$ cat src/hw/rtl/simt_pkg.sv
`timescale 1ns / 1ps
// ----------------------------------------------------------------------------
// simt_pkg
// Shared types and constants for the sorted interval merge table.
// ----------------------------------------------------------------------------
package simt_pkg;
   localparam int TimeWidth    = 63;
   localparam int IndexWidth   = 6;
   localparam int CountWidth   = 7;
   localparam int DefCapacity  = 64;

   typedef enum logic [1:0] {
      ST_OK    = 2'd0,
      ST_FULL  = 2'd1,
      ST_ORDER = 2'd2,
      ST_RANGE = 2'd3
   } status_type;

   typedef enum logic {
      CMD_INSERT = 1'b0,
      CMD_READ   = 1'b1
   } cmd_type;

   typedef struct packed {
      logic [TimeWidth-1:0] first_tick;
      logic [TimeWidth-1:0] last_tick;
   } ival_type;

   // request and response payloads
   typedef struct packed {
      cmd_type               cmd;
      logic [TimeWidth-1:0]  first_tick;
      logic [TimeWidth-1:0]  last_tick;
      logic [IndexWidth-1:0] read_index;
   } req_type;

   typedef struct packed {
      status_type            status;
      logic [TimeWidth-1:0]  out_start;
      logic [TimeWidth-1:0]  out_end;
      logic [IndexWidth-1:0] position;
      logic [CountWidth-1:0] absorbed;
      logic [CountWidth-1:0] entry_count;
   } rsp_type;
endpackage

$ cat src/hw/rtl/simt_cell.sv
`timescale 1ns / 1ps
// ----------------------------------------------------------------------------
// simt_cell
// One table slot. Takes new_in first, else the left neighbour on a shift
// (insert opens a gap), else the right-hand source on a pull (compaction).
// ----------------------------------------------------------------------------
module simt_cell (
   input  logic               clock,
   input  logic               take_left,
   input  logic               take_right,
   input  logic               take_new,
   input  simt_pkg::ival_type left_in,
   input  simt_pkg::ival_type right_in,
   input  simt_pkg::ival_type new_in,
   output simt_pkg::ival_type value_out
);
   import simt_pkg::*;
   ival_type value_ff;
   always_ff @(posedge clock) begin
      if (take_new) begin
         value_ff <= new_in;
      end else if (take_left) begin
         value_ff <= left_in;
      end else if (take_right) begin
         value_ff <= right_in;
      end
   end
   assign value_out = value_ff;
endmodule

$ cat config.mk
export PLATFORM = sky130hd
export DESIGN_NAME = simt_cell
export DESIGN_NICKNAME = d
export VERILOG_FILES = /design/src/hw/rtl/simt_pkg.sv /design/src/hw/rtl/simt_cell.sv
export SDC_FILE = /design/constraint.sdc
export NUM_CORES = 1
export LEC_CHECK = 0
export ABC_AREA = 1
export BUFFER_PORTS_ARGS = -buffer_cell sky130_fd_sc_hd__buf_2
export CAP_MARGIN = 5
export CORE_AREA = 3 3 194 196
export CTS_CLUSTER_SIZE = 8
export DETAILED_ROUTE_END_ITERATION = 7
export DIE_AREA = 0 0 197 199
export SLEW_MARGIN = 20
export SYNTH_ARGS = -nofsm -noshare
export SYNTH_HDL_FRONTEND = slang
export SYNTH_SLANG_ARGS = --single-unit
$ cat constraint.sdc
create_clock -name clock -period 5.6 [get_ports clock]
set_clock_uncertainty 0.05 [all_clocks]
set_input_delay 0.28 -clock clock [delete_from_list [all_inputs] [get_ports clock]]
set_output_delay 0.28 -clock clock [all_outputs]
set_load 0.05 [all_outputs]
==> impl_metrics.py <==
metrics = {
    "logic_synthesis": {
        "synthSimpleGateAreaFrac_pct": 33.42,
        "ys_seq_elements": 126,
        "synth_largest_area_cell": "edfxtp_1",
        "synthMuxAreaShare_pct": 0,
        "yosys.area_share.adder_pct": 0,
        "netlist_area_um2": 7571,
        "postSynthAreaPerCell_um2": 7.102,
        "syn_nets": 1448,
        "synth_cell_types": 11,
        "synth_compound_area_share_pct": 0,
        "synth_top_family_by_area": "simple AND/OR/NAND/NOR gates",
        "ys_warn_count": 0,
        "synth.area.top_cells": "edfxtp_1 50%, nand2_1 25%, inv_1 12%, nand3_1 8.3%, buf_2 1.9%",
        "ys_seq_area_share_pct": 49.98,
        "synth_top_cell_area_share_pct": 49.98,
        "postSynthCellCount": 1066,
        "synth_xor_area_share_pct": 0,
    },
    "clock_network": {
        "post_cts_resized": 0,
        "cts.clk_slew.worst_paths_ns": 0.06,
        "holdBufCountCts": 0,
        "clock-sinks": 126,
        "cts_root_buf": "clkbuf_16",
        "post_cts_buffers": 0,
        "cts_tree": "done",
        "cts_buffer_depth": 2,
        "cts_htree_levels": 4,
        "cts_made_buffers": 17,
    },
    "job": {
        "drv_cap": 0,
    },
    "timing": {
        "fin_crit_ns": 2.551,
        "slew_headroom_pct": 41.96,
        "fin_setup_tns_ns": 0,
        "rsz0062_at_grt": "false",
        "setup_viol": 0,
        "max_freq_mhz": 392.0,
        "period_share_pct": 45.56,
        "worstMarginPinSlew_ns": 0.8707,
        "drv_slew": 0,
        "hold_violations": 0,
    },
    "global_route": {
        "grt_pass1_vias": 7854,
        "grt_max_degree": 68,
        "grt_use_total_pct": 14.00,
        "grt_overflow": 0,
        "antenna_found_initial": 1,
        "grt_pass1_wl_um": 41960,
    },
    "final_layout": {
        "mostFrequentLayoutCells": "505 x buf_2, 504 x nand2_1, 252 x inv_1",
        "final_cells": 2024,
        "area_growth_pct": 46.09,
        "n_fill_cell": 3919,
        "n_antenna_cell": 0,
        "nNetsFinal": 1925,
        "largest_reg_flops": 126,
        "drive_gt1_share_pct": 34.83,
        "final_common_cell": "buf_2",
        "utilization_pct": 30.50,
    },
    "setup_path": {
        "cp-endpoint": "value_out[80]",
        "start_kind": "input port",
        "cp.arrival_ns": 2.58,
        "critPathKind": "in2reg",
        "worstPathRequired_ns": 5.63,
        "path_max_fanout": 66,
        "startpoint": "take_new",
        "crit_path_end_kind": "register",
    },
    "placed_design": {
        "hpwl_um": 22410,
        "io_buffers": 507,
        "place_inst": 1992,
        "place.gp.congestion": 0.9022,
    },
    "floorplan": {
        "pin_count": 508,
        "start_util_pct": 20.88,
        "die_w_um": 197,
        "dieArea_um2": 39200,
        "rows": 70,
        "die_y_um": 199,
        "core_area_um2": 36260,
    },
    "detailed_routing": {
        "firstDrtPassIters": 5,
        "first_iter_violations": 283,
        "num_vias": 8166,
        "final_antenna_net_count": 0,
        "drc": 0,
        "wirelength_um": 28800,
        "via_per_inst": 4.035,
        "wire_per_inst_um": 14.23,
    },
    "worst_hold_path": {
        "min_path_type": "in2reg",
    },
    "power_and_ir_drop": {
        "vdd_drop_max_mv": 0.2031,
        "power_leakage_nw": 6.639,
        "p_per_area_nw_per_um2": 295.2,
    },
    "run_status": {
        "status": "completed",
    },
}
-- logic make-up (layout without fill, tap and decap cells) --
logic type / count (synthesis) / after routing
buf+inv: 308 / 798
flops: 126 / 126
simple gates: 632 / 632
-- cell usage after synthesis --
| cell type | instances |
|---|---|
| nand3_1 | 126 |
| inv_1 | 252 |
| buf_2 | 28 |
| nor2_1 | 1 |
| buf_6 | 5 |
| buf_4 | 7 |
| nand2_1 | 505 |
| edfxtp_1 | 126 |
| clkbuf_1 | 14 |
| inv_2 | 1 |
| inv_4 | 1 |
-- how the worst min path moves through the flow --
stage                           endpoint  slack [ns]  depth (start not counted)        start
after floorplan           value_out[123]        0.41                          2  new_in[123]
after global placement    value_out[123]        0.50                          3  new_in[123]
after detailed placement   value_out[10]        0.51                          3   new_in[10]
after CTS                  value_out[58]        0.02                          3   new_in[58]
after global routing        value_out[6]        0.05                          3    new_in[6]
final                      value_out[92]        0.07                          3   new_in[92]
-- critical path, cell delays in order --
cell and delay, ns:
buf_4 0.51, inv_4 0.43, nand2_4 0.74, buf_12 0.36
-- layout make-up --
type,count,area (um2),share of cell area [%]
Clock buffer,18,429.2,3.880
Clock inverter,14,173.9,1.572
Inverter,254,958.4,8.665
Multi-Input combinational cell,632,2537,22.94
Sequential cell,126,3784,34.21
Tap cell,468,585.6,5.294
Timing Repair Buffer,512,2592,23.44
-- stage by stage --
| step | hold slack (ns) | area, um2 | power (mW) | setup slack, ns |
|---|---|---|---|---|
| 2_1_floorplan | 0.4117 | 7571 | 1.816 | 1.625 |
| 3_3_place_gp | 0.5040 | 10460 | 2.139 | 2.577 |
| 3_5_place_dp | 0.5079 | 10460 | 2.142 | 2.540 |
| 4_1_cts | 0.02376 | 11060 | 3.324 | 3.015 |
| 5_1_grt | 0.05183 | 11060 | 3.418 | 2.877 |
| 6_report | 0.06961 | 11060 | 3.265 | 3.049 |
-- report_power, final --
part           internal (mW)  total [mW]  switching, mW
Combinational          0.241       0.908          0.667
Clock                  0.735        1.15          0.419
Sequential              1.17        1.20         0.0363
Total                   2.14        3.26           1.12
-- layer usage --
layer | global-route usage [%] | vias up | wire [um]
met5 | 0 | - | 13
met4 | 8.369 | 2 | 1415
met3 | 3.811 | 57 | 2357
met2 | 23.08 | 406 | 13500
met1 | 16.37 | 3589 | 11510
li1 | - | 4112 | -
Power figures use the tool's default switching activity.
